==> src/sv/binary_neighbourhood_lut_filter_unit_assert.svh <==
// Assertion macros shared by the filter RTL.
`ifndef BINARY_NEIGHBOURHOOD_LUT_FILTER_UNIT_ASSERT_SVH
`define BINARY_NEIGHBOURHOOD_LUT_FILTER_UNIT_ASSERT_SVH
`ifndef SYNTHESIS
`define BLNF_ASSERT(label, clk, rst, prop) \
   label: assert property (@(posedge clk) disable iff (rst) (prop)) \
      else $error("blnf assertion failed");
`define BLNF_ASSERT_IMPL(label, clk, rst, ante, cons) \
   label: assert property (@(posedge clk) disable iff (rst) (ante) |-> (cons)) \
      else $error("blnf assertion failed");
`define BLNF_ASSERT_NEXT(label, clk, rst, ante, cons) \
   label: assert property (@(posedge clk) disable iff (rst) (ante) |=> (cons)) \
      else $error("blnf assertion failed");
`else
`define BLNF_ASSERT(label, clk, rst, prop)
`define BLNF_ASSERT_IMPL(label, clk, rst, ante, cons)
`define BLNF_ASSERT_NEXT(label, clk, rst, ante, cons)
`endif
`endif

==> src/sv/blnf_pkg.sv <==
// Types and constants of the binary 3x3 neighborhood table filter.
package blnf_pkg;

   localparam int LUT_WORDS  = 8;
   localparam int WORD_W     = 64;
   localparam int LUT_SIZE   = LUT_WORDS * WORD_W;
   localparam int IDX_W      = $clog2(LUT_SIZE);
   localparam int MAX_WIDTH  = 256;
   localparam int COL_W      = $clog2(MAX_WIDTH);
   localparam int ROW_W      = 8;
   localparam int CSR_IDX_W  = 4;
   localparam int NUM_RES    = 4;
   localparam int RES_IDX_W  = $clog2(NUM_RES);
   localparam int RES_CNT_W  = RES_IDX_W + 1;

   // window bits that survive a column shift (left and middle columns)
   localparam logic [IDX_W-1:0] KEEP_MASK = 9'h1B6;

   typedef logic [LUT_SIZE-1:0] lut_type;

   typedef struct packed {
      logic             pixel_out;
      logic [ROW_W-1:0] out_row;
      logic [COL_W-1:0] out_col;
      logic             last;
   } res_type;

   function automatic logic tbl_bit(lut_type lut, logic [IDX_W-1:0] idx);
      return lut[idx];
   endfunction

   // shift the 3x3 window one column left and insert a new right column
   function automatic logic [IDX_W-1:0] shift_col(logic [IDX_W-1:0] win, logic top,
                                                  logic mid, logic bot);
      logic [IDX_W-1:0] r;
      r    = (win << 1) & KEEP_MASK;
      r[6] = top;
      r[3] = mid;
      r[0] = bot;
      return r;
   endfunction

endpackage

==> src/sv/blnf_chan_if.sv <==
// Handshake channel interfaces: pixel input, filtered result, table writes.
interface blnf_req_if;
   logic valid;
   logic ready;
   logic pixel_in;
   logic row_end;
   logic in_last_row;
   modport source (output valid, pixel_in, row_end, in_last_row, input ready);
   modport sink   (input valid, pixel_in, row_end, in_last_row, output ready);
endinterface

interface blnf_rsp_if;
   logic                      valid;
   logic                      ready;
   logic                      pixel_out;
   logic [blnf_pkg::ROW_W-1:0] out_row;
   logic [blnf_pkg::COL_W-1:0] out_col;
   logic                      last;
   modport source (output valid, pixel_out, out_row, out_col, last, input ready);
   modport sink   (input valid, pixel_out, out_row, out_col, last, output ready);
endinterface

interface blnf_csr_if;
   logic                          valid;
   logic                          ready;
   logic [blnf_pkg::CSR_IDX_W-1:0] index;
   logic [blnf_pkg::WORD_W-1:0]    wdata;
   modport source (output valid, index, wdata, input ready);
   modport sink   (input valid, index, wdata, output ready);
endinterface

==> src/sv/binary_neighbourhood_lut_filter_unit.sv <==
// Binary 3x3 neighborhood table filter over a raster stream of 1-bit pixels.
//
//   channel  dir  handshake      payload
//   req_if   in   valid/ready    pixel_in, row_end, in_last_row
//   rsp_if   out  valid/ready    pixel_out, out_row, out_col, last
//   csr_if   in   valid/ready    index (table word 0..7), wdata (64 bits)
//
// One pixel item per cycle while req_if.ready is high; results appear the cycle
// after the item is taken. An item yields 0..4 results, drained from a 4-entry
// result buffer at one per cycle while rsp_if.ready is high; req_if.ready is
// high while that buffer is empty or emptying now.
// Synchronous reset clears the table, counters, window and buffer occupancy; the line
// store needs no clearing (it is always written before it is read).
// csr_if is always ready; write it only while the filter is idle.
`include "binary_neighbourhood_lut_filter_unit_assert.svh"

module binary_neighbourhood_lut_filter_unit (
   input logic        clock,
   input logic        reset,
   blnf_req_if.sink   req_if,
   blnf_rsp_if.source rsp_if,
   blnf_csr_if.sink   csr_if
);

   // ---------------- table registers ----------------
   logic [blnf_pkg::WORD_W-1:0] lut_ff [blnf_pkg::LUT_WORDS];
   blnf_pkg::lut_type           lut_flat;
   logic                        csr_hit;

   assign csr_if.ready = 1'b1;
   assign csr_hit      = csr_if.valid
                         && (csr_if.index < blnf_pkg::CSR_IDX_W'(blnf_pkg::LUT_WORDS));

   always_ff @(posedge clock) begin
      if (reset) begin
         for (int w = 0; w < blnf_pkg::LUT_WORDS; w++) lut_ff[w] <= '0;
      end else if (csr_hit) begin
         lut_ff[csr_if.index[$clog2(blnf_pkg::LUT_WORDS)-1:0]] <= csr_if.wdata;
      end
   end

   always_comb begin
      for (int w = 0; w < blnf_pkg::LUT_WORDS; w++)
         lut_flat[w*blnf_pkg::WORD_W +: blnf_pkg::WORD_W] = lut_ff[w];
   end

   // ---------------- frame state ----------------
   logic [blnf_pkg::IDX_W-1:0] window_ff, window_in;
   logic [blnf_pkg::ROW_W-1:0] row_ff, row_in;
   logic [blnf_pkg::COL_W-1:0] col_ff, col_in;
   logic [blnf_pkg::COL_W:0]   width_ff, width_in;   // previous row width, 0 = none
   logic                       outside_ff, outside_in;

   // line store: bit 1 is row r-1, bit 0 is row r; read data registered
   logic [1:0]                 line_mem [blnf_pkg::MAX_WIDTH];
   logic [1:0]                 rd_ff;
   logic [blnf_pkg::COL_W-1:0] rd_addr;
   logic [1:0]                 wr_data;

   // ---------------- result buffer ----------------
   blnf_pkg::res_type              res_ff [blnf_pkg::NUM_RES];
   blnf_pkg::res_type              res_in [blnf_pkg::NUM_RES];
   logic [blnf_pkg::RES_CNT_W-1:0] left_ff, left_in;
   logic [blnf_pkg::RES_IDX_W-1:0] pos_ff, pos_in;
   logic [blnf_pkg::RES_CNT_W-1:0] n_res;

   logic accept, rsp_take;

   assign rsp_take     = rsp_if.valid && rsp_if.ready;
   assign req_if.ready = (left_ff == '0)
                         || ((left_ff == blnf_pkg::RES_CNT_W'(1)) && rsp_if.ready);
   assign accept       = req_if.valid && req_if.ready;

   // ---------------- per-pixel datapath ----------------
   logic                       o, have_prev, above_ok, top, mid, pix, fin_row, fin_frame;
   logic [blnf_pkg::IDX_W-1:0] win_base, win, fin;
   logic [blnf_pkg::ROW_W-1:0] prow;
   logic [blnf_pkg::COL_W-1:0] c, cm1;
   blnf_pkg::res_type          slot [blnf_pkg::NUM_RES];
   logic [blnf_pkg::NUM_RES-1:0] slot_en;

   always_comb begin
      c         = col_ff;
      cm1       = c - blnf_pkg::COL_W'(1);
      o         = outside_ff;
      pix       = req_if.pixel_in;
      fin_row   = req_if.row_end;
      fin_frame = req_if.row_end && req_if.in_last_row;
      have_prev = (width_ff != '0);
      above_ok  = have_prev && ({1'b0, c} < width_ff);
      prow      = row_ff - blnf_pkg::ROW_W'(1);

      // a new row starts with the outside value in every window bit
      win_base = (c == '0) ? {blnf_pkg::IDX_W{o}} : window_ff;
      top      = above_ok ? rd_ff[1] : o;
      mid      = above_ok ? rd_ff[0] : o;
      wr_data  = {mid, pix};
      win      = blnf_pkg::shift_col(win_base, top, mid, pix);
      fin      = blnf_pkg::shift_col(win, o, o, o);   // past the row end

      // candidate results in emission order
      slot_en[0] = have_prev && (c != '0);
      slot[0]    = '{pixel_out: blnf_pkg::tbl_bit(lut_flat, win),
                     out_row: prow, out_col: cm1, last: 1'b0};
      slot_en[1] = have_prev && fin_row;
      slot[1]    = '{pixel_out: blnf_pkg::tbl_bit(lut_flat, fin),
                     out_row: prow, out_col: c, last: 1'b0};
      // last-row pixels: the row below is outside the frame
      slot_en[2] = req_if.in_last_row && (c != '0);
      slot[2]    = '{pixel_out: blnf_pkg::tbl_bit(lut_flat, {win[5:0], {3{o}}}),
                     out_row: row_ff, out_col: cm1, last: 1'b0};
      slot_en[3] = req_if.in_last_row && fin_row;
      slot[3]    = '{pixel_out: blnf_pkg::tbl_bit(lut_flat, {fin[5:0], {3{o}}}),
                     out_row: row_ff, out_col: c, last: 1'b0};

      // pack enabled slots to the front of the buffer
      n_res = '0;
      for (int k = 0; k < blnf_pkg::NUM_RES; k++) res_in[k] = slot[k];
      for (int k = 0; k < blnf_pkg::NUM_RES; k++) begin
         if (slot_en[k]) begin
            res_in[n_res[blnf_pkg::RES_IDX_W-1:0]] = slot[k];
            n_res = n_res + blnf_pkg::RES_CNT_W'(1);
         end
      end
      for (int k = 0; k < blnf_pkg::NUM_RES; k++)
         res_in[k].last = (blnf_pkg::RES_CNT_W'(k) == n_res - blnf_pkg::RES_CNT_W'(1));

      // state update
      window_in  = window_ff;
      row_in     = row_ff;
      col_in     = col_ff;
      width_in   = width_ff;
      outside_in = outside_ff;
      if (accept) begin
         window_in = win;
         if (fin_frame) begin
            // outside value follows the table's all-dark or all-lit entry
            outside_in = blnf_pkg::tbl_bit(lut_flat, {blnf_pkg::IDX_W{o}});
            window_in  = '0;
            row_in     = '0;
            col_in     = '0;
            width_in   = '0;
         end else if (fin_row) begin
            width_in = {1'b0, c} + (blnf_pkg::COL_W+1)'(1);
            row_in   = row_ff + blnf_pkg::ROW_W'(1);
            col_in   = '0;
         end else begin
            col_in = c + blnf_pkg::COL_W'(1);
         end
      end

      // buffer bookkeeping
      left_in = left_ff;
      pos_in  = pos_ff;
      if (accept) begin
         left_in = n_res;
         pos_in  = '0;
      end else if (rsp_take) begin
         left_in = left_ff - blnf_pkg::RES_CNT_W'(1);
         pos_in  = pos_ff + blnf_pkg::RES_IDX_W'(1);
      end
   end

   assign rd_addr = reset ? '0 : col_in;

   always_ff @(posedge clock) begin
      if (reset) begin
         window_ff  <= '0;
         row_ff     <= '0;
         col_ff     <= '0;
         width_ff   <= '0;
         outside_ff <= 1'b0;
         left_ff    <= '0;
         pos_ff     <= '0;
      end else begin
         window_ff  <= window_in;
         row_ff     <= row_in;
         col_ff     <= col_in;
         width_ff   <= width_in;
         outside_ff <= outside_in;
         left_ff    <= left_in;
         pos_ff     <= pos_in;
      end
   end

   // line store write at the current column, read ahead at the next one
   always_ff @(posedge clock) begin
      if (accept) line_mem[c] <= wr_data;
      if (accept && (c == rd_addr)) rd_ff <= wr_data;
      else                          rd_ff <= line_mem[rd_addr];
   end

   always_ff @(posedge clock) begin
      if (accept) begin
         for (int k = 0; k < blnf_pkg::NUM_RES; k++) res_ff[k] <= res_in[k];
      end
   end

   assign rsp_if.valid     = (left_ff != '0);
   assign rsp_if.pixel_out = res_ff[pos_ff].pixel_out;
   assign rsp_if.out_row   = res_ff[pos_ff].out_row;
   assign rsp_if.out_col   = res_ff[pos_ff].out_col;
   assign rsp_if.last      = res_ff[pos_ff].last;

   // ---------------- assertions ----------------
   `BLNF_ASSERT(a_buf_bound, clock, reset,
      ({1'b0, pos_ff} + left_ff) <= blnf_pkg::RES_CNT_W'(blnf_pkg::NUM_RES))
   `BLNF_ASSERT_IMPL(a_last_final, clock, reset, rsp_if.valid && rsp_if.last,
      left_ff == blnf_pkg::RES_CNT_W'(1))
   `BLNF_ASSERT_NEXT(a_frame_clear, clock, reset,
      accept && req_if.row_end && req_if.in_last_row,
      row_ff == '0 && col_ff == '0 && width_ff == '0 && window_ff == '0)
   `BLNF_ASSERT_NEXT(a_drain_stop, clock, reset,
      rsp_take && left_ff == blnf_pkg::RES_CNT_W'(1) && !accept, !rsp_if.valid)

endmodule
==> src/flat_wrapper.sv <==
// flat-port wrapper written by rule: the top's interface ports become plain ports
module binary_neighbourhood_lut_filter_unit_flat 
  (clock, reset, req_if_valid, req_if_pixel_in, req_if_row_end, req_if_in_last_row, req_if_ready, rsp_if_valid, rsp_if_pixel_out, rsp_if_out_row, rsp_if_out_col, rsp_if_last, rsp_if_ready, csr_if_valid, csr_if_index, csr_if_wdata, csr_if_ready);
  blnf_req_if req_if_i ();
  blnf_rsp_if rsp_if_i ();
  blnf_csr_if csr_if_i ();
  input logic clock;
  input logic reset;
  input wire logic [$bits(req_if_i.valid)-1:0] req_if_valid;
  input wire logic [$bits(req_if_i.pixel_in)-1:0] req_if_pixel_in;
  input wire logic [$bits(req_if_i.row_end)-1:0] req_if_row_end;
  input wire logic [$bits(req_if_i.in_last_row)-1:0] req_if_in_last_row;
  output wire logic [$bits(req_if_i.ready)-1:0] req_if_ready;
  output wire logic [$bits(rsp_if_i.valid)-1:0] rsp_if_valid;
  output wire logic [$bits(rsp_if_i.pixel_out)-1:0] rsp_if_pixel_out;
  output wire logic [$bits(rsp_if_i.out_row)-1:0] rsp_if_out_row;
  output wire logic [$bits(rsp_if_i.out_col)-1:0] rsp_if_out_col;
  output wire logic [$bits(rsp_if_i.last)-1:0] rsp_if_last;
  input wire logic [$bits(rsp_if_i.ready)-1:0] rsp_if_ready;
  input wire logic [$bits(csr_if_i.valid)-1:0] csr_if_valid;
  input wire logic [$bits(csr_if_i.index)-1:0] csr_if_index;
  input wire logic [$bits(csr_if_i.wdata)-1:0] csr_if_wdata;
  output wire logic [$bits(csr_if_i.ready)-1:0] csr_if_ready;
  assign req_if_i.valid = req_if_valid;
  assign req_if_i.pixel_in = req_if_pixel_in;
  assign req_if_i.row_end = req_if_row_end;
  assign req_if_i.in_last_row = req_if_in_last_row;
  assign req_if_ready = req_if_i.ready;
  assign rsp_if_valid = rsp_if_i.valid;
  assign rsp_if_pixel_out = rsp_if_i.pixel_out;
  assign rsp_if_out_row = rsp_if_i.out_row;
  assign rsp_if_out_col = rsp_if_i.out_col;
  assign rsp_if_last = rsp_if_i.last;
  assign rsp_if_i.ready = rsp_if_ready;
  assign csr_if_i.valid = csr_if_valid;
  assign csr_if_i.index = csr_if_index;
  assign csr_if_i.wdata = csr_if_wdata;
  assign csr_if_ready = csr_if_i.ready;
  binary_neighbourhood_lut_filter_unit u_core (.clock(clock), .reset(reset), .req_if(req_if_i), .rsp_if(rsp_if_i), .csr_if(csr_if_i));
endmodule
==> config.mk <==
export PLATFORM = sky130hd
export DESIGN_NAME = binary_neighbourhood_lut_filter_unit_flat
export DESIGN_NICKNAME = d
export VERILOG_FILES = /design/src/sv/blnf_pkg.sv /design/src/sv/blnf_chan_if.sv /design/src/sv/binary_neighbourhood_lut_filter_unit.sv /design/src/flat_wrapper.sv
export VERILOG_INCLUDE_DIRS = /design/src /design/src/sv
export SDC_FILE = /design/constraint.sdc
export NUM_CORES = 2
export LEC_CHECK = 0
export ABC_CLOCK_PERIOD_IN_PS = 8830
export BUFFER_PORTS_ARGS = -buffer_cell sky130_fd_sc_hd__buf_2
export CAP_MARGIN = 20
export CORE_MARGIN = 2
export CORE_UTILIZATION = 40
export CTS_CLUSTER_DIAMETER = 200
export DETAILED_ROUTE_END_ITERATION = 12
export SYNTH_ARGS = -nofsm -noshare
export SYNTH_HDL_FRONTEND = slang
export SYNTH_SLANG_ARGS = --single-unit
==> constraint.sdc <==
create_clock -name clock -period 8.83 [get_ports clock]
set_input_delay 2.649 -clock clock [delete_from_list [all_inputs] [get_ports clock]]
set_output_delay 2.649 -clock clock [all_outputs]
set_load 0.01 [all_outputs]
==> run metrics <==
first-pass GRT wire length=230 mm; fillers=between 10000 and 15000; Root Driver=clkbuf_16; Max Cap Violations=0; Worst slew margin=0.172; DR WL/cell=28.3 um; final setup violation count=0; critical path data arrival time=~6400 ps; commonest register cell after synthesis=edfxtp_1; initial antenna violation count=24; Setup CP Type=reg2reg; routed wire length=~160 mm; Synth Net Count=3839; GRT Residual Overflow=0; max-slew violation count=0; CP max stage cell=dfxtp_2; synthesis-to-layout area growth=11.2%; die height=between 300 and 400 um; f_max=around 0.17 GHz; met3 Track Usage GR=0.0521; share of layout cells above drive strength 1=0.161; FP Rows=~130; Synth Cell Area=around 53000 sq um; Syn. warnings=0; I/O Buffers=between 90 and 100; post-CTS resize count=0; GR Util met2=0.358; first drt pass iteration count=6; Initial Util=0.402; Post-route DRC=0; Total GRT Usage=0.234; min-delay worst type=reg2reg; vias in the first global route=32467; Setup Fix Bufs, Post-CTS=0; Global Route met1 Usage=0.330; status=finished, final reports clean; cts hold-fix bufs=0; largest net degree at the start of global routing=between 200 and 250; Routed Antenna Nets=0; Final period util=0.673; Seq/Total Area, Yosys=0.636; CTS tree=yes; H-tree Lvls=3; Die W=~370 um; routed vias=32913; peak supply drop=0.161 mV; slowest stage delay, CP=~690 ps; Core ar.=approximately 130000 sq um; Vias/cell=between 5 and 6; CTS clk-pin slew, worst paths=60 ps; most common cell after layout, fill and taps aside=edfxtp_1; crit-path leading delay family=compound AO/OA/AOI/OAI gates; most frequent cells in the layout=1088 x edfxtp_1, 522 x and2_1, 359 x nor2_1; Num CTS Buffers=118; Fin. Hold Viols=0; Post-Syn Area per Cell=between 10 and 15 sq um; # nets final=3845; Critical Path End Type=flop; placed cell area=between 50000 and 60000 sq um; Leakage=~19 nW; DRT iter0 DRCs=roughly 4800; Max Buffers Root-to-Sink=3; Synth Instances=between 3000 and 4000; crit-path cells=buf_4 -> and2_1 -> buf_4 -> a22oi_1 -> a31oi_1 -> nand4b_1 -> a41oi_1 -> a31oi_1 -> a21oi_4 -> inv_6 -> mux2i_1 -> o211ai_1 -> a32o_1; dpl hpwl=slightly above 100 mm; full die area=134000 sq um; clock latency on the worst-skew pair=approximately 750 ps; worst setup skew after layout=~57 ps; IO Pins=between 90 and 100; Critical path buffers and inverters=3; TNS Setup=0 ps; Crit Path Max Fanout=38; number of enable flip-flop cells after synthesis=about 1100; area of the multi-input gates=17800 sq um; Yosys cell types=76; Reg area=approximately 33000 sq um; nature of the critical path startpoint=flop; power per cell area=222 nW/um^2; fin crit period=just under 6000 ps; slew at the pin closest to its max-slew limit=1240 ps; gpl congestion=0.965; asr flop ratio synth=0; Critical Path RT=9310 ps; final design instance area without fill=~59000 sq um; clk sinks=between 1000 and 1500; Synth Register Bits=roughly 1100; Top Usage Layer GRT=met2; RSZ-0062 raised after global routing=false
## worst reg2reg max path, delay by kind of cell (launching register included)
kind / cells / cell delay [ps]
flip-flops: 1 / 690
multiplexers: 1 / 490
buffers and inverters: 3 / 1290
AO/OA/AOI/OAI: 7 / 2410
AND/OR/NAND/NOR: 2 / 830
## Yosys cell counts, drive strengths merged, types with 58 or more instances
cell	count	area, sq um
edfxtp	1088	32700
and2	523	3270
nor2	367	1380
nand2	261	982
mux4	230	5180
mux2i	195	1950
clkbuf	177	666
buf	108	688
nand3	97	485
a21oi	72	383
a22oi	69	518
o21ai	58	294
## flip-flops by register name, indices dropped and copies added (netlist names), named ones only
register and count:
u_core.c 8, u_core.left_ff 3, u_core.line_mem 512, u_core.lut_ff 512, u_core.o 1, u_core.pos_ff 2
u_core.res_ff 64, u_core.row_ff 8, u_core.width_ff 9, u_core.window_ff 6
## routing by layer
metal | vias to the layer above | wire length (um)
met4 | 4 | 5160
met3 | 310 | 16700
met1 | 16799 | 64400
met2 | 1756 | 72500
met5 | - | 28
li1 | 14044 | -
## cell type report
class                   instances  share of cell area
diodes                          4            0.000171
clock buffers                 147              0.0523
clock inverters                72              0.0109
inverters                      36             0.00242
multi-input cells            2292               0.305
flip-flops and latches       1127               0.572
well taps                    1755              0.0375
repair buffers                171              0.0199
## per-stage QoR
step	worst slack [ps]	util	hold slack, ps	total power [mW]	cells
after CTS	3010	0.447	472	13.0	5600
after global routing	2830	0.447	494	13.4	5600
final	2890	0.447	475	13.0	5604
after floorplan	2170	-	406	7.55	3740
after global placement	2690	0.418	464	8.25	5378
after detailed placement	2680	0.418	463	8.26	5381
## final timing paths
check                     start                   end  slack [ps]  cells after the start
max                 u_core.c[3]  u_core.res_ff[0][17]        2890                     13
min          u_core.width_ff[1]    u_core.width_ff[1]         480                      2
max reg2reg         u_core.c[3]  u_core.res_ff[0][17]        2890                     13
min reg2reg  u_core.width_ff[1]    u_core.width_ff[1]         480                      2
## power breakdown
part | leakage [nW] | internal (mW) | switching [mW]
sequential | 10.4 | 6.18 | 0.160
combinational | 6.62 | 0.652 | 1.17
clock | 1.80 | 2.69 | 2.13
## kinds of logic (layout without fill, tap and decap cells)
logic type	Yosys count	after routing	synth area share
muxes	432	432	0.137
xor gates and xnor gates	60	60	0.00999
and+or+nand+nor	1403	1403	0.134
other	1	5	0.0000713
adders and majority gates	23	23	0.00547
DFF	1127	1127	0.636
buffers and inverters	321	426	0.0283
AOI/OAI and AO/OA	373	373	0.0489
(Power assumes the default switching activity.)
